===== src/rtl/frpm_pkg.sv =====
// Shared types, widths and constants of the fisheye remap map generator.
// No dependencies; every other file imports it.
`timescale 1ns / 1ps
`default_nettype none
package frpm_pkg;

  localparam int COEF_W   = 48;
  localparam int PX_W     = 30;
  localparam int NORM_W   = 30;
  localparam int TH_W     = 20;
  localparam int CORD_W   = 40;
  localparam int Q_W      = 32;
  localparam int CORDIC_STEPS = 16;

  typedef enum logic [2:0] {
    REG_CENTER_ROW = 3'd0,
    REG_CENTER_COL = 3'd1,
    REG_AFFINE_C   = 3'd2,
    REG_AFFINE_D   = 3'd3,
    REG_AFFINE_E   = 3'd4,
    REG_VIEW_DEPTH = 3'd5,
    REG_OUT_ROWS   = 3'd6,
    REG_OUT_COLS   = 3'd7
  } cfg_reg_t;

  typedef struct packed {
    logic                     en;
    logic [3:0]               idx;
    logic signed [COEF_W-1:0] value;
  } coef_ld_t;

  typedef struct packed {
    logic               start;
    logic signed [63:0] a;
    logic signed [63:0] b;
    logic               s38;
  } mul_req_t;

  typedef struct packed {
    logic                   start;
    logic signed [PX_W-1:0] num;
    logic [NORM_W-1:0]      den;
  } div_req_t;

  function automatic logic [63:0] mag64(logic signed [63:0] a);
    return a[63] ? 64'(-a) : 64'(a);
  endfunction

  function automatic logic signed [TH_W-1:0] atan_q16(logic [3:0] i);
    logic signed [TH_W-1:0] v;
    case (i)
      4'd0:    v = TH_W'(51472);
      4'd1:    v = TH_W'(30386);
      4'd2:    v = TH_W'(16055);
      4'd3:    v = TH_W'(8150);
      4'd4:    v = TH_W'(4091);
      4'd5:    v = TH_W'(2047);
      4'd6:    v = TH_W'(1024);
      4'd7:    v = TH_W'(512);
      4'd8:    v = TH_W'(256);
      4'd9:    v = TH_W'(128);
      4'd10:   v = TH_W'(64);
      4'd11:   v = TH_W'(32);
      4'd12:   v = TH_W'(16);
      4'd13:   v = TH_W'(8);
      4'd14:   v = TH_W'(4);
      4'd15:   v = TH_W'(2);
      default: v = '0;
    endcase
    return v;
  endfunction

endpackage
`default_nettype wire


===== src/rtl/frpm_cell.sv =====
// One Horner cell: holds a coefficient and computes round(rho*theta / 2^16) + coef, saturated to 48 bits, per cycle.
// Depends on frpm_pkg.
`timescale 1ns / 1ps
`default_nettype none
module frpm_cell #(
  parameter int IDX = 0
) (
  input  wire                             clk,
  input  wire                             rst_n,
  input  wire frpm_pkg::coef_ld_t         ld,
  input  wire signed [frpm_pkg::TH_W-1:0] theta,
  input  wire signed [frpm_pkg::COEF_W-1:0] rho_in,
  input  wire                             vld_in,
  output logic signed [frpm_pkg::COEF_W-1:0] rho_out,
  output logic                            vld_out
);
  import frpm_pkg::*;

  logic signed [COEF_W-1:0] coef_r;
  logic signed [COEF_W-1:0] rho_r, rho_nxt;
  logic                     vld_r;
  logic signed [67:0]       prod;
  logic [67:0]              pm;
  logic [67:0]              rq;
  logic signed [67:0]       rs;
  logic signed [67:0]       sum;

  localparam logic signed [67:0] HI = 68'sd140737488355327;
  localparam logic signed [67:0] LO = -68'sd140737488355328;

  always_comb begin
    prod = 68'(rho_in) * 68'(theta);
    pm   = prod[67] ? 68'(-prod) : 68'(prod);
    rq   = (pm + 68'd32768) >> 16;
    rs   = prod[67] ? -$signed(rq) : $signed(rq);
    sum  = rs + 68'(coef_r);
    if (sum > HI) begin
      rho_nxt = HI[COEF_W-1:0];
    end else if (sum < LO) begin
      rho_nxt = LO[COEF_W-1:0];
    end else begin
      rho_nxt = sum[COEF_W-1:0];
    end
  end

  always_ff @(posedge clk) begin
    if (!rst_n) begin
      coef_r <= '0;
      vld_r  <= 1'b0;
    end else begin
      vld_r <= vld_in;
      if (ld.en && (int'(ld.idx) == IDX)) begin
        coef_r <= ld.value;
      end
    end
    rho_r <= rho_nxt;
  end

  assign rho_out = rho_r;
  assign vld_out = vld_r;
endmodule
`default_nettype wire


===== config.mk =====
export PLATFORM = sky130hd
export DESIGN_NAME = frpm_cell
export DESIGN_NICKNAME = d
export VERILOG_FILES = /design/src/rtl/frpm_pkg.sv /design/src/rtl/frpm_cell.sv
export SDC_FILE = /design/constraint.sdc
export NUM_CORES = 2
export LEC_CHECK = 0
export ABC_AREA = 1
export BUFFER_PORTS_ARGS = -buffer_cell sky130_fd_sc_hd__buf_4
export CAP_MARGIN = 30
export CORE_AREA = 2 2 354 356
export DETAILED_ROUTE_END_ITERATION = 6
export DIE_AREA = 0 0 356 358
export GPL_ROUTABILITY_DRIVEN = 1
export GPL_TIMING_DRIVEN = 0
export SYNTH_ARGS = -nofsm -noshare
export SYNTH_HDL_FRONTEND = slang
export SYNTH_SLANG_ARGS = --single-unit

===== constraint.sdc =====
create_clock -name clk -period 34.3 [get_ports clk]
set_input_delay 5.145 -clock clk [delete_from_list [all_inputs] [get_ports clk]]
set_output_delay 5.145 -clock clk [all_outputs]
set_load 0.005 [all_outputs]

### Word-level counts from Yosys, hierarchy flattened

Cells that the tools add are included.
Widths: inputs -> output; s select.

* register bits: 97
* bits in latches: 0
* bits in writable memories: 0
* memory bits (read-only): 0
* input port bits: 124
* word-level logic and storage cells: 15
* memories kept: 0

* add/sub/neg operators: 4
* multipliers: 1
* divide/modulo/power cells: 0
* $lt $le $gt $ge: 2
* equality and inequality tests: 0
* shifts and indexed selects: 0
* mux-type cells: 3
* bitwise operators: 0
* reductions and logical operators: 2

Operators by type and width (count)
* $mux 68: 2
* $add 68x16->68 const B: 1
* $add 68x48->68: 1
* $gt 68x48->1 const B: 1
* $lt 68x48->1 const B: 1
* $mul 48x20->68: 1
* $neg 52->68: 1
* $neg 68->68: 1
* $mux 48: 1
* $logic_not 4->1: 1
* $logic_and 1x1->1: 1

### Longest topological paths before layout

* word-level depth: 9
* gate-level depth with buffers: 78
* mapped depth without buffers: 75

### Worst setup path before layout

No wires, ideal clock.

* kind: input to register
* start: input port rho_in[47] in the netlist's numbering
* end: register rho_r[17], in the netlist rho_out[17]
* setup time: 0.112 ns
* data arrival time: 16.076 ns
* path slack: 18.111 ns
* stages on the path: 52
* cells stage by stage: clkbuf_1 > nand2_1 > inv_1 > fa_1 > fa_1 > fa_1 > inv_1 > fa_1 > fa_1 > fa_1 > fa_1 > inv_1 > ha_1 > nand2_1 > nor2_1 > nand2_1 > nor4_4 > nand2_4 > [... 16 more ...] > o21bai_1 > a21oi_1 > o21ai_0 > a21boi_0 > o21ai_0 > inv_1 > o21ai_0 > a21oi_1 > o21ai_0 > xor2_1 > nor4_1 > nand3_1 > nor2_1 > nand3_1 > nand2_2 > buf_6 > buf_8 > nand2_1

* longest elaborated chain between the ends: 9

Ends and longest elaborated chain
* start, declared: line frpm_cell.sv:12 `input wire signed [frpm_pkg::COEF_W-1:0] rho_in,`
* $mul 48x20->68 (*): line frpm_cell.sv:32 `prod = 68'(rho_in) * 68'(theta);`
* $neg 68->68: line frpm_cell.sv:33 `pm = prod[67] ? 68'(-prod) : 68'(prod);`
* $mux 68: line frpm_cell.sv:33
* $add 68x16->68: line frpm_cell.sv:34 `rq = (pm + 68'd32768) >> 16;`
* $neg 52->68: line frpm_cell.sv:35 `rs = prod[67] ? -$signed(rq) : $signed(rq);`
* $mux 68 (*): line frpm_cell.sv:35
* $add 68x48->68 (*): line frpm_cell.sv:36 `sum = rs + 68'(coef_r);`
* $lt 68x48->1: line frpm_cell.sv:39 `end else if (sum < LO) begin`
* $mux 48: line frpm_cell.sv:39
* end signal, assigned: line frpm_cell.sv:56 `rho_r <= rho_nxt;`
* end, declared: line frpm_cell.sv:20 `logic signed [COEF_W-1:0] rho_r, rho_nxt;`

Every way passes the cells marked *; elsewhere a longest branch is shown, timed or not.
A chain may end at the register's enable or synchronous reset.

### Worst setup path after layout

* start: input port theta[8] in the netlist's numbering
* end: register rho_r[6], in the netlist rho_out[6]

* longest elaborated chain between the ends: 9

Ends and longest elaborated chain
* start, declared: line frpm_cell.sv:11 `input wire signed [frpm_pkg::TH_W-1:0] theta,`
* $mul 48x20->68 (*): line frpm_cell.sv:32
* $neg 68->68: line frpm_cell.sv:33
* $mux 68: line frpm_cell.sv:33
* $add 68x16->68: line frpm_cell.sv:34
* $neg 52->68: line frpm_cell.sv:35
* $mux 68 (*): line frpm_cell.sv:35
* $add 68x48->68 (*): line frpm_cell.sv:36
* $lt 68x48->1: line frpm_cell.sv:39
* $mux 48: line frpm_cell.sv:39

Marks and branches as above.

==> results.cfg <==
[placed_design]
dp.cells = 9133
dp_hpwl_um = 156000
gp_congestion = 0.994
port_buffers = 107

[yosys]
syn_area_sq_um = 49200
synth_seq_area_share_pct = 3.95
async_reset_ff_share_pct = 0
synth_ff_type = dfxtp_1
syn_inst = 7355
synth_cell_type_count = 54
synth-warning-count = 0
ys_ff_latch = 97
syn-num-nets = 8636
syn_area_per_cell_sq_um = 6.69
synth-edff-count = 0

[critical_path]
critPathLaunchType = primary input
crit_slowest_cell = clkbuf_1
cp_slowest_stage_delay_ns = 0.79
crit_top_cell = inv_1
worstSetupPathType = in2reg
end_kind = flop
cp_data_required_time_ns = 34.56
critPathLaunch = theta[8]
cp.arrival_ns = 20.39
worstPathMaxFanout = 10
reg2reg_from = coef_r[0]

[global_route]
grt_pass1_vias = 46300
antenna_found_initial = 4
grt_start_max_net_pins = 22
overflow = 0
grt_pass1_wl_um = 274000
grt_use_total_pct = 28.2

[floorplanning]
dieHeight_um = 358
fp.dieW_um = 356
core_sq_um = 123000
die_area_sq_um = 127000
top_level_ports = 173
initial_core_util_pct = 39.9
placementRows = 129

[clocking]
cts.sinks = 97
cts_max_path_buffers = 2
htree_levels = 3
cts_root_buf = clkbuf_16
clock_latency_ns = 0.37
tritoncts = built
cts_buffers = 9
holdBufCountCts = 0
postCtsSetupBuffers = 0
clk_pin_slew_ns = 0.07
cts_resized = 0

[timing]
slew_viol_final = 0
timing.final.crit_share_pct = 58.7
rsz0062_at_grt = false
skew_ns = 0.0102
final_hold_viol_count = 0
max_slew.worst_pin.slew_ns = 1.09
relSlewSlack_pct = 27.0
max_freq_mhz = 49.7
finalSetupTns_ns = 0
setup_viol = 0
fin_crit_ns = 20.13

[final_layout]
nets = 8791
area_growth_pct = 7.54
layout_common_cells = nand2_1 (2320), inv_1 (1942), fa_1 (925)
fin_cells = 9155
final_common_cell = nand2_1
drive_gt1_share_pct = 5.39

[drt]
ant_nets = 0
via_per_inst = 5.02
num_vias = 46000
drt-initial-drc-count = 3957
drc = 0
finalWirelength_um = 178000
routedWlPerCell_um = 19.4
drt-pass1-iter-count = 7

[run_status]
status = finished, final reports clean

[worst_hold_path]
hold_start = coef_r[8]
hold_class = reg2reg

[job]
cap_violations = 0
-- metrics by stage --
stage | hold slack (ns) | area [sq um] | utilization [%] | setup slack [ns]
final | 0.477 | 52900 | 42.9 | 14.17
after global placement | 0.469 | 52000 | 42.2 | 13.92
after global routing | 0.492 | 52900 | 42.9 | 13.41
after floorplan | 0.445 | 49200 | - | 18.11
after detailed placement | 0.468 | 52500 | 42.6 | 14.09
after CTS | 0.478 | 52800 | 42.9 | 14.42
-- cell type report --
cell class	count	area, sq um
fill	13200	70400
buffer	242	1030
sequential	97	1940
timing repair buffer	144	1340
tap	1637	2050
clock buffer	10	239
clock inverter	6	73.8
antenna	3	7.51
multi-input combinational	5025	38700
inverter	1991	7470
-- critical path: cells and delay by family --
family                   cells  cell delay, ns
buffers and inverters       21            4.76
adder cells (fa/ha/maj)      9            4.57
AO/OA/AOI/OAI               10            3.27
AND/OR/NAND/NOR             17            2.37
XOR/XNOR                     1            0.16
-- Yosys cell counts (3+ instances only) --
cell	instances	area (sq um)
buf_1	23	86.3
o221ai_1	3	26.3
buf_6	9	101
fa_1	925	18500
nand3_2	20	200
ha_1	232	2900
nor2_4	28	315
nor2_2	37	231
a21boi_0	4	30.0
o21ai_1	5	25.0
nand3_1	291	1460
a31oi_1	14	87.6
clkbuf_1	197	739
a21o_1	3	22.5
nand2_1	2320	8710
o21bai_1	12	90.1
xnor2_1	45	394
o31ai_1	5	37.5
nor2_1	424	1590
buf_4	4	30.0
inv_1	1942	7290
nand3b_1	22	165
o21ai_0	84	420
o21a_1	9	67.6
clkinv_1	6	22.5
nand2_2	64	400
a21oi_1	223	1120
buf_2	6	30.0
nor3_1	26	130
xor2_1	82	718
nand4_1	82	513
o211ai_1	9	67.6
or2_2	12	75.1
inv_2	43	161
nor4_1	8	50.1
nand2_4	10	113
a21oi_2	4	35.0
a221oi_1	5	43.8
buf_8	3	45.0
dfxtp_1	97	1940
-- path summary, 6_finish.rpt --
check             slack (ns)    endpoint  cells past startpoint
hold reg to reg         0.48   coef_r[8]                      2
hold / removal          0.48   coef_r[8]                      2
setup reg to reg       28.63  rho_out[6]                     24
setup / recovery       14.17  rho_out[6]                     58
-- layer usage --
metal  wire (um)  part of all wire (%)  vias to the layer above  GRT usage [%]
li1            -                     -                    21500              -
met1       78300                    44                    22400           39.3
met2       77700                    44                     1806           44.9
met3       14800                   8.3                      317           4.82
met4        6910                   3.9                        4           8.71
met5         127                 0.071                        -              0
-- logic make-up (layout without fill, tap and decap cells) --
family	count (synthesis)	after routing	synth area share, %
and+or+nand+nor	3353	3353	28.6
AOI/OAI and AO/OA	388	388	4.34
xor gates and xnor gates	127	127	2.26
adders and majority gates	1157	1157	43.5
other	0	3	0
buffers and inverters	2233	2393	17.3
DFF	97	97	3.95
-- registers in the layout, summed over array words and instances (netlist names) --
name and flops:
coef_r 48, rho_out 48, vld_out 1
Power is not shown: default switching activity piles up to over one toggle a cycle in this logic, so the estimate is an artifact.
