===== src/rtl/frpm_pkg.sv =====
// Shared types, widths and constants of the fisheye remap map generator.
// No dependencies; every other file imports it.
`timescale 1ns / 1ps
`default_nettype none
package frpm_pkg;

  localparam int COEF_W   = 48;
  localparam int PX_W     = 30;
  localparam int NORM_W   = 30;
  localparam int TH_W     = 20;
  localparam int CORD_W   = 40;
  localparam int Q_W      = 32;
  localparam int CORDIC_STEPS = 16;

  typedef enum logic [2:0] {
    REG_CENTER_ROW = 3'd0,
    REG_CENTER_COL = 3'd1,
    REG_AFFINE_C   = 3'd2,
    REG_AFFINE_D   = 3'd3,
    REG_AFFINE_E   = 3'd4,
    REG_VIEW_DEPTH = 3'd5,
    REG_OUT_ROWS   = 3'd6,
    REG_OUT_COLS   = 3'd7
  } cfg_reg_t;

  typedef struct packed {
    logic                     en;
    logic [3:0]               idx;
    logic signed [COEF_W-1:0] value;
  } coef_ld_t;

  typedef struct packed {
    logic               start;
    logic signed [63:0] a;
    logic signed [63:0] b;
    logic               s38;
  } mul_req_t;

  typedef struct packed {
    logic                   start;
    logic signed [PX_W-1:0] num;
    logic [NORM_W-1:0]      den;
  } div_req_t;

  function automatic logic [63:0] mag64(logic signed [63:0] a);
    return a[63] ? 64'(-a) : 64'(a);
  endfunction

  function automatic logic signed [TH_W-1:0] atan_q16(logic [3:0] i);
    logic signed [TH_W-1:0] v;
    case (i)
      4'd0:    v = TH_W'(51472);
      4'd1:    v = TH_W'(30386);
      4'd2:    v = TH_W'(16055);
      4'd3:    v = TH_W'(8150);
      4'd4:    v = TH_W'(4091);
      4'd5:    v = TH_W'(2047);
      4'd6:    v = TH_W'(1024);
      4'd7:    v = TH_W'(512);
      4'd8:    v = TH_W'(256);
      4'd9:    v = TH_W'(128);
      4'd10:   v = TH_W'(64);
      4'd11:   v = TH_W'(32);
      4'd12:   v = TH_W'(16);
      4'd13:   v = TH_W'(8);
      4'd14:   v = TH_W'(4);
      4'd15:   v = TH_W'(2);
      default: v = '0;
    endcase
    return v;
  endfunction

endpackage
`default_nettype wire


===== src/rtl/frpm_mul.sv =====
// Shared 64x64 multiply with round-half-away and 64-bit saturation.
// One 32x32 partial product per cycle. Depends on frpm_pkg.
`timescale 1ns / 1ps
`default_nettype none
module frpm_mul (
  input  wire                 clk,
  input  wire                 rst_n,
  input  wire frpm_pkg::mul_req_t req,
  output logic                done,
  output logic signed [63:0]  res
);
  import frpm_pkg::*;

  logic [63:0]        ua_r, ub_r;
  logic               neg_r, s38_r;
  logic [127:0]       acc_r;
  logic [2:0]         cnt_r;
  logic               busy_r, done_r;
  logic signed [63:0] res_r;
  logic [63:0]        p32;
  logic [127:0]       part;
  logic [127:0]       rnd;
  logic [127:0]       q;
  logic [63:0]        q64;

  always_comb begin
    p32 = 64'(ua_r[{cnt_r[0], 5'b0} +: 32]) * 64'(ub_r[{cnt_r[1], 5'b0} +: 32]);
    case (cnt_r[1:0])
      2'd0:    part = {64'b0, p32};
      2'd3:    part = {p32, 64'b0};
      default: part = {32'b0, p32, 32'b0};
    endcase
    rnd = acc_r + (s38_r ? (128'd1 << 37) : (128'd1 << 29));
    q   = s38_r ? (rnd >> 38) : (rnd >> 30);
    q64 = (q[127:63] != '0) ? 64'h7FFF_FFFF_FFFF_FFFF : q[63:0];
  end

  always_ff @(posedge clk) begin
    if (!rst_n) begin
      busy_r <= 1'b0;
      done_r <= 1'b0;
      cnt_r  <= '0;
    end else begin
      done_r <= 1'b0;
      if (req.start && !busy_r) begin
        busy_r <= 1'b1;
        cnt_r  <= '0;
        acc_r  <= '0;
        ua_r   <= mag64(req.a);
        ub_r   <= mag64(req.b);
        neg_r  <= req.a[63] ^ req.b[63];
        s38_r  <= req.s38;
      end else if (busy_r) begin
        if (cnt_r != 3'd4) begin
          acc_r <= acc_r + part;
          cnt_r <= cnt_r + 3'd1;
        end else begin
          res_r  <= neg_r ? -$signed(q64) : $signed(q64);
          done_r <= 1'b1;
          busy_r <= 1'b0;
        end
      end
    end
  end

  assign done = done_r;
  assign res  = res_r;
endmodule
`default_nettype wire


===== config.mk =====
export PLATFORM = sky130hd
export DESIGN_NAME = frpm_mul
export DESIGN_NICKNAME = d
export VERILOG_FILES = /design/src/rtl/frpm_pkg.sv /design/src/rtl/frpm_mul.sv
export SDC_FILE = /design/constraint.sdc
export NUM_CORES = 2
export LEC_CHECK = 0
export BUFFER_PORTS_ARGS = -buffer_cell sky130_fd_sc_hd__buf_2
export CORE_UTILIZATION = 40
export DETAILED_ROUTE_END_ITERATION = 8
export PLACE_DENSITY = 0.63
export SYNTH_ARGS = -nofsm -noshare
export SYNTH_HDL_FRONTEND = slang
export SYNTH_SLANG_ARGS = --single-unit

===== constraint.sdc =====
create_clock -name clk -period 18.1 [get_ports clk]
set_clock_uncertainty 0.2 [all_clocks]
set_input_delay 4.525 -clock clk [delete_from_list [all_inputs] [get_ports clk]]
set_output_delay 4.525 -clock clk [all_outputs]
set_load 0.005 [all_outputs]

---- Yosys cells after proc, flatten, opt, wreduce, memory -nomap -nowiden ----
Index checks and enable logic that the tools add are counted.
storage, ports and cells
  input port bits ......................... 132
  register bits ........................... 327
  output and inout bits ................... 65
operators by class
  muxes and demuxes ....................... 13
  reduce and logical (&&, ||, !) cells .... 12
  shifts and indexed selects .............. 2
  bitwise logic cells ..................... 5
  multiply operators ...................... 1
  equal/unequal tests ..................... 2
  add/subtract/negate cells ............... 6
operators by type and width
  kind                                          count
  two-way mux 128 bit                           2
  one-hot mux 128 bit (2 select lines)          1
  negation 64 bit                               3
  adder 128 bit                                 1
  adder 128 x 38 -> 128 bit                     1
  two-way mux 64 bit                            2
  variable part select 64 x 7 -> 32 bit         2
  two-way mux 63 bit                            2
  two-way mux 98 bit                            1
  nonzero test 65 bit                           1
  multiplier 32 x 32 -> 64 bit                  1
  two-way mux 38 bit                            1
  two-way mux 1 bit                             4
  inverter 1 bit                                4
  AND reduction 2 bit                           2
  AND reduction 4 bit                           1
  nonzero test 2 bit                            2
  adder 3 x 1 -> 3 bit, second input constant   1
  inequality test 3 bit, second input constant  1
  AND reduction 3 bit                           1
  OR reduction 3 bit                            1
  == test 2 bit, second input constant          1
  logical NOT 2 bit                             1
  OR reduction 2 bit                            1
  3 further kinds                               3

---- Logic depth before layout (Yosys ltp) ----
  word-level depth ........................ 7
  gate-level depth with buffers ........... 54
  depth with buffers taken out ............ 48

---- Worst setup path after synthesis ----
No wires, ideal clock.
  path type ............................... reg-to-reg
  start ................................... register cnt_r[0]
  end ..................................... register acc_r[124], data pin
  path slack .............................. 5478 ps
  stages on the path, launching flop included .. 47
  library setup time ...................... 207 ps
  period minus slack after synthesis ...... 12622 ps
  arrival time ............................ 12215 ps
  required time ........................... 17693 ps
  cell sequence ........................... dfxtp_1 -> clkbuf_1 -> clkbuf_1 -> buf_1 -> mux2i_1 -> clkbuf_1 -> nor2_1 -> fa_1 -> inv_1 -> fa_1 -> fa_1 -> fa_1 -> inv_1 -> fa_1 -> fa_1 -> fa_1 -> inv_1 -> fa_1 -> [11 not listed] -> a21oi_1 -> xnor2_1 -> a22o_1 -> ha_1 -> a21o_1 -> a21o_1 -> a21o_1 -> a21o_1 -> a21o_1 -> a21o_1 -> a211oi_1 -> a21oi_1 -> o2111ai_1 -> a21oi_1 -> o21ai_0 -> a21o_1 -> mux2_2 -> a2111oi_0
on the way
  word-level cells in the longest chain between the ends .. 6
  elaborated cells between the ends (all ways) .. 8
  classes of those cells .................. 1 x add/sub; 1 x mul; 1 x eq/ne; 1 x shift; 3 x mux; 1 x reduce/logical
RTL lines
  what                                      RTL line        source
  start, declared                           frpm_mul.sv:17  logic [2:0] cnt_r;
  start signal, assigned                    frpm_mul.sv:56  cnt_r <= cnt_r + 3'd1;
  variable part select 64 x 7 -> 32 bit     frpm_mul.sv:27  p32 = 64'(ua_r[{cnt_r[0], 5'b0} +: 32]) * 64'(ub_r[{cnt_r[1], 5'b0} +: 32]);
  multiplier 32 x 32 -> 64 bit              frpm_mul.sv:27
  one-hot mux 128 bit (2 select lines) (*)  frpm_mul.sv:28  case (cnt_r[1:0])
  adder 128 bit (*)                         frpm_mul.sv:55  acc_r <= acc_r + part;
  two-way mux 128 bit (*)                   frpm_mul.sv:54  if (cnt_r != 3'd4) begin
  two-way mux 128 bit (*)                   frpm_mul.sv:53  end else if (busy_r) begin
  end signal, assigned                      frpm_mul.sv:55
  end, declared                             frpm_mul.sv:16  logic [127:0] acc_r;
Mark *: on every way between the ends. The rest lies on a longest branch, timed or not. The select of a mux whose other input is x is not followed.
A chain may end at the register's enable or synchronous reset.

---- Worst setup path after layout ----
  start ................................... register cnt_r[1]
  end ..................................... register acc_r[123], data pin
The elaborated chain is that of the path after synthesis.

==> run_results.csv <==
group,metric,value,unit
sta,finalSetupTns,0,ns
sta,fin_crit,15.20,ns
outcome,outcome,"finished, final reports clean",
synthesis,syn_area,60200,um2
min_path,hold_depth,2,
clocking,clkTransAtPathRegs,0.07,ns
critical_path,critPathSlowestCell,"a2111oi_0",
sta,slew_viol_final,0,
global_routing,grt_pass1_wl,301,mm
critical_path,critPathMaxFanout,39,
sta,rsz0062_at_grt,"false",
global_routing,antenna_found_initial,5,
clocking,worst_skew_pair.late_latency,0.67,ns
global_routing,grt_pass1_vias,49430,
route,drtIter0Drc,4181,
floorplan,fp.dieH,390,um
sta,maxSlewHeadroom,18.6,%
global_routing,gr-total-overflow,0,
floorplan,die-area,152000,um2
critical_path,critPathCaptureType,"register",
placement,post-dp-hpwl,158,mm
synthesis,synth_seq_cells,327,
clocking,cts_sinks,327,
clocking,cts_resized,0,
global_routing,grt_max_degree,77,
clocking,hold_buffers,0,
placement,gp_routability_congestion,0.985,
min_path,hold_class,"reg2reg",
clocking,cts_tree,"yes",
layout,drive_gt1_share,7.91,%
sta,hold_viol,0,
synthesis,yosys_warnings,0,
route,drc,0,
floorplan,die_w,390,um
synthesis,syn_inst,6801,
layout,final_nets,8254,
sta,fin_crit_sh,84.0,%
critical_path,arrival,15.47,ns
floorplan,start_util,40.3,%
route,drt.antenna.violating_nets,0,
clocking,cts_made_buffers,43,
route,firstDrtPassIters,6,
synthesis,ys_types,102,
synthesis,syn_nets,8234,
floorplan,io_pins,197,
route,wl,198,mm
clocking,clockBufferDepth,3,
synthesis,async_flop_share,0,%
clocking,post_cts_buffers,0,
critical_path,cp.required,18.38,ns
critical_path,critPathMostFrequentCell,"fa_1",
floorplan,rows,142,
layout,syn2layout_area_growth,7.90,%
route,wl_per_cell,22.4,um
synthesis,yosysSeqAreaShare,16.2,%
critical_path,critPathMaxStageDelay,1.15,ns
floorplan,coreArea,150000,um2
sta,tightest_slew,1.19,ns
route,avgViaCountPerCell,5.58,
global_routing,track_usage,26.0,%
synthesis,synth_edf_count,322,
critical_path,critical_path_class,"reg2reg",
sta,fmax,65.8,MHz
route,via_count,49512,
critical_path,startpoint_type,"register",
clocking,clock-root-buffer,"clkbuf_16",
synthesis,synth_area_per_cell,8.86,um2
clocking,h-tree-depth,2,
placement,place.port_buffers,196,
critical_path,r2r_cells,46,
job,maxCapViolCount,0,
synthesis,synth_ff_type,"edfxtp_1",
sta,finalSetupViolCount,0,
## cell type report
class,instances,area (um2)
antenna,2,5.00
clock buffer,51,1110
clock inverter,28,413
fill,14647,84600
inverter,995,3730
multi-input combinational,5170,45800
sequential,327,9780
tap,2016,2520
timing repair buffer,284,1640
## registers in the layout, summed over array words and instances, names as in the netlist
signal,cells
acc_r,128
res,64
ua_r,64
ub_r,64
cnt_r,3
busy_r,1
done,1
neg_r,1
s38_r,1
## cells in the mapped netlist (17+ instances only)
library cell | instances | area (um2)
ha_1 | 404 | 5050
o21ai_0 | 190 | 951
mux2_2 | 74 | 833
and3_1 | 52 | 325
o41ai_1 | 17 | 149
a21oi_1 | 259 | 1300
nor2b_1 | 39 | 244
nand2_1 | 688 | 2580
nor3_1 | 83 | 415
nand2b_1 | 37 | 231
buf_1 | 25 | 93.8
a22o_1 | 55 | 482
or4_1 | 26 | 195
inv_1 | 993 | 3730
and2_1 | 97 | 607
o21a_1 | 29 | 218
nand4_1 | 89 | 557
a211oi_1 | 29 | 218
o31ai_1 | 56 | 420
mux2i_1 | 106 | 1060
nor4_1 | 37 | 231
nor2_1 | 901 | 3380
and4_1 | 19 | 166
o22ai_1 | 20 | 125
o21bai_1 | 58 | 435
fa_1 | 897 | 18000
or2_2 | 18 | 113
edfxtp_1 | 322 | 9670
a31oi_1 | 33 | 206
or3_1 | 53 | 332
clkbuf_1 | 268 | 1010
a21o_1 | 145 | 1090
xnor2_1 | 275 | 2410
xor2_1 | 104 | 911
nand3_1 | 79 | 395
## cell families after synthesis
kind of cell,after synthesis,share of synthesized area (%)
simple gates,2279,17.3
buf+inv,1304,8.20
mux,189,3.31
fa+ha+maj,1301,38.2
xor+xnor,379,5.51
flops,327,16.2
compound gates,1022,11.2
## metal layers
metal / share of wire (%) / track usage [%] / vias up
met5: 0.0040 / 0 / -
met4: 4.6 / 10.7 / 2
met3: 9.2 / 5.62 / 394
met2: 45 / 41.0 / 2220
met1: 41 / 34.4 / 24518
li1: - / - / 22378
## critical path: cells and delay by family, from the launching register on
family	cells	cell delay, ns
AOI/OAI and AO/OA	20	6.20
adders and majority gates	10	4.47
and+or+nand+nor	8	1.68
buffers and inverters	6	1.16
DFF	1	0.66
xor gates and xnor gates	1	0.31
muxes	1	0.27
## through the flow
step | setup slack [ns] | hold slack, ns | instances | cell area (um2) | utilization, %
3_3_place_gp | 3.39 | 0.336 | 8792 | 63500 | 42.4
5_1_grt | 2.19 | 0.439 | 8871 | 65000 | 43.4
6_report | 2.90 | 0.372 | 8873 | 65000 | 43.4
4_1_cts | 3.11 | 0.363 | 8871 | 65000 | 43.4
2_1_floorplan | 5.48 | 0.299 | 6801 | 60200 | -
3_5_place_dp | 3.18 | 0.348 | 8792 | 63500 | 42.4
## worst paths after layout
kind	startpoint	endpoint	slack, ns
min reg2reg	cnt_r[2]	cnt_r[2]	0.37
min	cnt_r[2]	cnt_r[2]	0.37
max	cnt_r[1]	acc_r[123]	2.90
max reg2reg	cnt_r[1]	acc_r[123]	2.90
## cell usage in the layout (no fill, tap or decap), drive strengths merged, types with 39 or more instances in the layout
master  instances
a21o          145
a21oi         259
a22o           55
and2           98
and3           53
buf           284
clkbuf         51
edfxtp        322
fa            897
ha            404
inv           999
mux2           83
mux2i         106
nand2         688
nand2b         40
nand3          82
nand4          92
nor2          903
nor2b          39
nor3           85
nor4           44
o21ai         196
o21bai         58
o31ai          60
or3            53
xnor2         275
xor2          104
Power is not shown: default switching activity piles up to over one toggle a cycle in this logic, so the estimate is an artifact.
