[src/rtl/frpm_pkg.sv]
// Shared types, widths and constants of the fisheye remap map generator.
// No dependencies; every other file imports it.
`timescale 1ns / 1ps
`default_nettype none
package frpm_pkg;

  localparam int COEF_W   = 48;
  localparam int PX_W     = 30;
  localparam int NORM_W   = 30;
  localparam int TH_W     = 20;
  localparam int CORD_W   = 40;
  localparam int Q_W      = 32;
  localparam int CORDIC_STEPS = 16;

  typedef enum logic [2:0] {
    REG_CENTER_ROW = 3'd0,
    REG_CENTER_COL = 3'd1,
    REG_AFFINE_C   = 3'd2,
    REG_AFFINE_D   = 3'd3,
    REG_AFFINE_E   = 3'd4,
    REG_VIEW_DEPTH = 3'd5,
    REG_OUT_ROWS   = 3'd6,
    REG_OUT_COLS   = 3'd7
  } cfg_reg_t;

  typedef struct packed {
    logic                     en;
    logic [3:0]               idx;
    logic signed [COEF_W-1:0] value;
  } coef_ld_t;

  typedef struct packed {
    logic               start;
    logic signed [63:0] a;
    logic signed [63:0] b;
    logic               s38;
  } mul_req_t;

  typedef struct packed {
    logic                   start;
    logic signed [PX_W-1:0] num;
    logic [NORM_W-1:0]      den;
  } div_req_t;

  function automatic logic [63:0] mag64(logic signed [63:0] a);
    return a[63] ? 64'(-a) : 64'(a);
  endfunction

  function automatic logic signed [TH_W-1:0] atan_q16(logic [3:0] i);
    logic signed [TH_W-1:0] v;
    case (i)
      4'd0:    v = TH_W'(51472);
      4'd1:    v = TH_W'(30386);
      4'd2:    v = TH_W'(16055);
      4'd3:    v = TH_W'(8150);
      4'd4:    v = TH_W'(4091);
      4'd5:    v = TH_W'(2047);
      4'd6:    v = TH_W'(1024);
      4'd7:    v = TH_W'(512);
      4'd8:    v = TH_W'(256);
      4'd9:    v = TH_W'(128);
      4'd10:   v = TH_W'(64);
      4'd11:   v = TH_W'(32);
      4'd12:   v = TH_W'(16);
      4'd13:   v = TH_W'(8);
      4'd14:   v = TH_W'(4);
      4'd15:   v = TH_W'(2);
      default: v = '0;
    endcase
    return v;
  endfunction

endpackage
`default_nettype wire

[src/rtl/frpm_div.sv]
// Restoring divider: round(num * 2^30 / den) half away from zero, one bit per cycle.
// Depends on frpm_pkg.
`timescale 1ns / 1ps
`default_nettype none
module frpm_div (
  input  wire                          clk,
  input  wire                          rst_n,
  input  wire frpm_pkg::div_req_t      req,
  output logic                         busy,
  output logic signed [frpm_pkg::Q_W-1:0] res
);
  import frpm_pkg::*;

  localparam int N_W = PX_W + 31;
  localparam int R_W = NORM_W + 1;

  logic              busy_r, neg_r;
  logic [5:0]        cnt_r;
  logic [R_W-1:0]    rem_r;
  logic [Q_W-1:0]    lo_r, q_r;
  logic [NORM_W-1:0] den_r;
  logic [PX_W-1:0]   nm;
  logic [N_W-1:0]    n;
  logic [R_W-1:0]    trial;
  logic              ge;

  always_comb begin
    nm    = req.num[PX_W-1] ? PX_W'(-req.num) : PX_W'(req.num);
    n     = {1'b0, nm, 30'b0} + N_W'(req.den >> 1);
    trial = {rem_r[NORM_W-1:0], lo_r[Q_W-1]};
    ge    = trial >= {1'b0, den_r};
  end

  always_ff @(posedge clk) begin
    if (!rst_n) begin
      busy_r <= 1'b0;
      cnt_r  <= '0;
    end else begin
      if (req.start && !busy_r) begin
        busy_r <= 1'b1;
        cnt_r  <= '0;
        neg_r  <= req.num[PX_W-1];
        den_r  <= req.den;
        rem_r  <= R_W'(n >> Q_W);
        lo_r   <= n[Q_W-1:0];
        q_r    <= '0;
      end else if (busy_r) begin
        rem_r <= ge ? (trial - {1'b0, den_r}) : trial;
        q_r   <= {q_r[Q_W-2:0], ge};
        lo_r  <= lo_r << 1;
        cnt_r <= cnt_r + 6'd1;
        if (cnt_r == 6'(Q_W - 1)) begin
          busy_r <= 1'b0;
        end
      end
    end
  end

  assign busy = busy_r;
  assign res  = neg_r ? -$signed(q_r) : $signed(q_r);
endmodule
`default_nettype wire
[config.mk]
export PLATFORM = sky130hd
export DESIGN_NAME = frpm_div
export DESIGN_NICKNAME = d
export VERILOG_FILES = /design/src/rtl/frpm_pkg.sv /design/src/rtl/frpm_div.sv
export SDC_FILE = /design/constraint.sdc
export NUM_CORES = 1
export LEC_CHECK = 0
export BUFFER_PORTS_ARGS = -buffer_cell sky130_fd_sc_hd__buf_2
export CORE_ASPECT_RATIO = 0.5
export CORE_MARGIN = 5
export CORE_UTILIZATION = 24
export CTS_BUF_LIST = sky130_fd_sc_hd__clkbuf_4 sky130_fd_sc_hd__clkbuf_8 sky130_fd_sc_hd__clkbuf_16
export CTS_CLUSTER_SIZE = 30
export DETAILED_ROUTE_END_ITERATION = 8
export GPL_TIMING_DRIVEN = 0
export PLACE_DENSITY_LB_ADDON = 0.05
export SYNTH_ARGS = -nofsm -noshare
export SYNTH_HDL_FRONTEND = slang
export SYNTH_SLANG_ARGS = --single-unit
[constraint.sdc]
create_clock -name clk -period 3.4 [get_ports clk]
set_clock_uncertainty 0.2 [all_clocks]
set_input_delay 0.68 -clock clk [delete_from_list [all_inputs] [get_ports clk]]
set_output_delay 0.68 -clock clk [all_outputs]
set_load 0.05 [all_outputs]
==> Word-level counts from Yosys, hierarchy flattened <==
Index checks and enable logic that the tools add are counted.
{ "totals": {"mem_bits_ro": 0, "in_bits": 63, "mem_bits_rw": 0, "register_bits": 132, "n_memories": 0, "output_inout_bits": 33, "wordCells": 33, "latchBits": 0} }
{ "op_classes": {"shift": 0, "order_cmp": 1, "eq_ne": 1, "n_mul": 0, "mux": 11, "n_bitwise": 1, "n_div": 0, "n_addsub": 5, "reduce_logical": 6} }
{ "op_table": {"columns": ["op", "n"], "rows": [
  ["$mux 32", 4],
  ["$mux 30", 3],
  ["$add 60x29->61", 1],
  ["$neg 32->32", 1],
  ["$ge 31x30->1", 1],
  ["$neg 30->30", 1],
  ["$sub 30x30->30", 1],
  ["$mux 29", 1],
  ["$add 6x1->6 const B", 1],
  ["$eq 6x5->1 const B", 1],
  ["$reduce_and 2->1", 2],
  ["$mux 1", 3],
  ["$reduce_bool 2->1", 1],
  ["$reduce_or 2->1", 1],
  ["$logic_and 1x1->1", 1],
  ["$logic_not 1->1", 1],
  ["$not 1->1", 1]
]} }

==> Logic depth before layout (Yosys ltp) <==
{ "depth": {"ltp_word": 4, "mapped_depth": 13, "depth_no_buf": 12} }

==> Worst setup path after synthesis <==
Ideal clock, no wire load.
{ "synth_path": {"path_type": "register -> register", "start": "register busy_r (netlist: busy)", "end": "register lo_r[0] (enable)", "setup_slack_ns": -0.393, "path_buffers": 1, "setup_time_ns": 0.461, "synth_period_minus_slack_ns": 3.793, "stages_incl_launch_ff": 3, "required_time_ns": 2.739, "arrival_ns": 3.133, "path_cell_list": "dfxtp_1 > clkbuf_1 > o21a_1"} }
{ "synth_between": {"elab_chain_len": 4} }
{ "synth_rtl": {"columns": ["element", "line_no", "rtl"], "rows": [
  ["start, declared", "frpm_div.sv:17", "logic busy_r, neg_r;"],
  ["start signal, assigned", "frpm_div.sv:36", "busy_r <= 1'b0;"],
  ["start signal, assigned", "frpm_div.sv:40", "busy_r <= 1'b1;"],
  ["start signal, assigned", "frpm_div.sv:53", "busy_r <= 1'b0;"],
  ["$logic_not 1->1", "frpm_div.sv:39", "if (req.start && !busy_r) begin"],
  ["$logic_and 1x1->1", "frpm_div.sv:39", null],
  ["$reduce_bool 2->1 (no source line) *", null, null],
  ["$reduce_and 2->1 (no source line) *", null, null],
  ["end signal, assigned", "frpm_div.sv:45", "lo_r <= n[Q_W-1:0];"],
  ["end signal, assigned", "frpm_div.sv:50", "lo_r <= lo_r << 1;"],
  ["end, declared", "frpm_div.sv:20", "logic [Q_W-1:0] lo_r, q_r;"]
]} }
Every way passes the cells marked *; elsewhere a longest branch is shown, timed or not.
A chain may end at the register's enable or synchronous reset.

==> Worst setup path after layout <==
{ "layout_path": {"start": "register q_r[4]", "end": "output port res[29] (netlist bit)"} }
{ "layout_between": {"elab_chain_len": 2} }
{ "layout_rtl": {"columns": ["element", "line_no", "rtl"], "rows": [
  ["start, declared", "frpm_div.sv:20", null],
  ["start signal, assigned", "frpm_div.sv:49", "q_r <= {q_r[Q_W-2:0], ge};"],
  ["$neg 32->32", "frpm_div.sv:60", "assign res = neg_r ? -$signed(q_r) : $signed(q_r);"],
  ["$mux 32", "frpm_div.sv:60", null],
  ["end, declared", "frpm_div.sv:10", "output logic signed [frpm_pkg::Q_W-1:0] res"]
]} }
Every way passes these cells.

==> reports/results.txt <==
outcome = finished with violations
violated checks = negative setup slack
fin crit period = 4150 ps
grt ovf = 0
Worst Hold Path EP = den_r[0]$_DFFE_PP_
#FFs+latches synth = 132
unrepaired setup endpoints after global routing = true
Total GRT Usage = 14.7%
dpl hpwl = 21.0 mm
internal power = 3.85 mW
Final Hold Viols = 0
PnR Total Power = 5.83 mW
DRC = 0
initial antenna violation count = 1
Tightest Hold Check Type = primary input to register
CTS H-tree lvls = 4
P_leak = 4.31 nW
R2R Setup Slk = -130 ps
CP Capture Type = output pin
Die Wd = 275 um
syn avg cell area = 9.68 um2
via count = 7078
fin. max-slew vios = 0
final wirelength = 29.0 mm
final worst slack = -754 ps
met2 WL = 13.3 mm
synth unique cells = 70
highest metal used = met5
Mapped Cells = 872
Simple-Gate Fraction of Synth Area = 19.8%
synthesized-area fraction occupied by adder cells = 5.13%
number of global-route vias before repair = 7021
Net Switching = 1.98 mW
routed metal-1 wirelength = 14.4 mm
synth-to-layout area growth = 35.0%
VDD IR max = 315 uV
Worst-Skew Late Latency = 440 ps
R2R cell count = 12
Synth Warn # = 0
clock buffer depth = 2
FP Rows = 48
Final period util = 122%
drt first pass iters = 5
# nets final = 1117
cts bufs inserted = 17
Primary FF master, synth = edfxtp_1
final instance count without filler cells = 1508
arrival time at the worst endpoint = 3270 ps
EDFF count, synth = 125
Critical Path Source = q_r[4]$_SDFFCE_PP0P_
fraction of layout cells with a size suffix above 1 = 28.3%
sw frac = 34.0%
Core ar. = 34600 um2
part of the power in registers = 35.8%
ANT cells = 0
routability cong. = 0.858
Max Clock Freq = 241 MHz
worst r2r src = lo_r[31]$_DFFE_PP_
complex-gate fraction of the synthesized area = 16.5%
Comb power frac = 30.9%
final core occ = 32.9%
# IOs = 96
post-route cell area = 11400 um2
Synth Area in XOR/XNOR = 8.20%
remaining antenna violation count = 0
WHS Path Cells = 1
placed cell area = 9690 um2
clock share of power = 33.3%
final setup violation count = 24
Fin Hold WS = 213 ps
ys async rst share = 0%
WL/cell = 19.2 um
first-pass GRT wire length = 43.3 mm
worst setup path category = register to output pin
filler instances = 3601
largest family of logic cells by synthesized area = simple AND/OR/NAND/NOR gates
vias per cell = 4.69
Placed Cells = 1443
worst slew pin tran = 1000 ps
Initial Util = 24.4%
routed length on met3 = 1.01 mm
Max-slew headroom = 33.3%
P per Cell Area = 512 nW/um2
Max-cap violations = 0
Syn Nets = 969
sequential area share after synthesis = 46.1%
Root Buffer = clkbuf_16
die area = 39300 um2
Startpoint Class = register
FF-to-FF End = rem_r[16]$_DFFE_PP_
post-synthesis mux area share = 0.237%
starting DRC count in detailed routing = 542
clock tree from TritonCTS = built
CTS Sinks = 132
min-delay src = req[0]
Syn Std Cell Area = 8440 um2
Port Buffers = 95
largest net degree at the start of global routing = 54
Die Ht = 143 um
clock-pin slew of the registers on the worst-case setup and hold paths = 60 ps
Worst Path Max Fanout = 5
critical path required time = 2520 ps
[cells in the mapped netlist (all sizes together), types with 5 or more instances]
master	count	area share [%]
buf	12	0.64
nor2	48	2.1
o21ai	47	2.8
or4	17	1.8
ha	33	4.9
and3	7	0.52
o211ai	14	1.2
o31ai	17	1.8
a21o	18	1.6
o221ai	7	0.73
nand4	18	1.3
dfxtp	7	1.7
o41ai	11	1.6
nor3	10	0.79
xor2	17	1.8
and2	35	2.6
edfxtp	125	44
clkbuf	30	1.3
o21bai	6	0.53
o21a	6	0.53
a211oi	9	0.80
inv	46	2.0
a31oi	12	0.89
xnor2	62	6.4
nand2	151	6.7
a21oi	31	1.8
or3	5	0.43
nand3	25	1.5
[power groups by stage]
| stage | Sequential [mW] | Clock, mW | Combinational (mW) |
|---|---|---|---|
| 2_1_floorplan | 2.06 | 0 | 1.06 |
| 3_3_place_gp | 2.10 | 0 | 1.51 |
| 3_5_place_dp | 2.10 | 0 | 1.51 |
| 4_1_cts | 2.07 | 2.00 | 1.67 |
| 5_1_grt | 2.10 | 2.09 | 1.96 |
| 6_report | 2.09 | 1.94 | 1.80 |
[cell families (layout without fill, tap and decap cells)]
kind of cell               Yosys count  count (layout)
muxes                                2               2
xor gates and xnor gates            79              79
and+or+nand+nor                    340             340
buffers and inverters               88             249
AOI/OAI and AO/OA                  197             197
DFF                                132             132
adders and majority gates           34              34
[per-stage QoR]
| step | setup TNS [ps] | setup WS, ps |
|---|---|---|
| floorplan | -738 | -164 |
| global placement | -43410 | -1200 |
| detailed placement | -32230 | -1180 |
| CTS | -11730 | -828 |
| global route | -13810 | -887 |
| finish | -10980 | -754 |
[worst max-delay path, stage by stage, from the launching register on]
cell	delay, ps
edfxtp_1	390
or4_4	560
or4_4	480
nor3_4	160
nand4_1	160
or3_4	470
o41ai_4	280
xnor2_2	160
buf_6	180
[cell type report]
class,count,area (um2),area share (%)
Multi-Input combinational cell,652,5040,44.2
Sequential cell,132,3890,34.2
Timing Repair Buffer,134,910,7.98
Tap cell,475,594,5.22
Clock buffer,22,510,4.48
Buffer,37,176,1.55
Inverter,46,173,1.52
Clock inverter,10,96.3,0.846
[state kept, by name (all words and copies together) (netlist names)]
signal,cells
den_r,30
cnt_r,6
busy,1
neg_r,1
q_r,32
lo_r,32
rem_r,30
[worst max path at each step]
stage                           to  cells past startpoint
3_3_place_gp   rem_r[10]$_DFFE_PP_                     11
4_1_cts                    res[29]                      8
5_1_grt                    res[28]                     10
2_1_floorplan              res[29]                      7
3_5_place_dp   rem_r[10]$_DFFE_PP_                     11
6_report                   res[29]                      8
[routing by layer]
layer	vias up	GRT usage, %
li1	3489	-
met1	3456	20.8
met2	111	23.1
met3	20	2.90
met4	2	3.56
met5	-	0
[layout by cell type (no fill, tap or decap), types with 5 or more instances in the layout]
cell,n
buf_2,74
edfxtp_1,125
clkbuf_16,19
o21ai_4,5
xnor2_1,49
xnor2_2,12
o31ai_4,5
nor3_1,6
o211ai_1,14
o21bai_1,5
a31oi_1,12
and3_1,6
nand3_1,23
nor2_1,44
dfxtp_1,7
nand4_1,18
o31ai_1,10
o21ai_2,5
buf_4,48
buf_1,7
or4_4,8
ha_4,22
a21oi_1,29
inv_1,44
o21ai_0,35
a21o_1,18
nand2_1,146
a211oi_2,5
buf_6,17
o221ai_1,7
or4_1,9
clkbuf_1,19
xor2_1,17
ha_1,7
and2_1,34
[timing repair]
item / 4_1_cts / 5_1_grt
hold buffers: 0 / 0
setup endpoints to repair: 54 / 51
pin swaps: 29 / 35
gates cloned: 0 / 0
setup buffers: 25 / 15
resized for setup: 106 / 75
No activity file was read; power rests on OpenSTA's default activity.
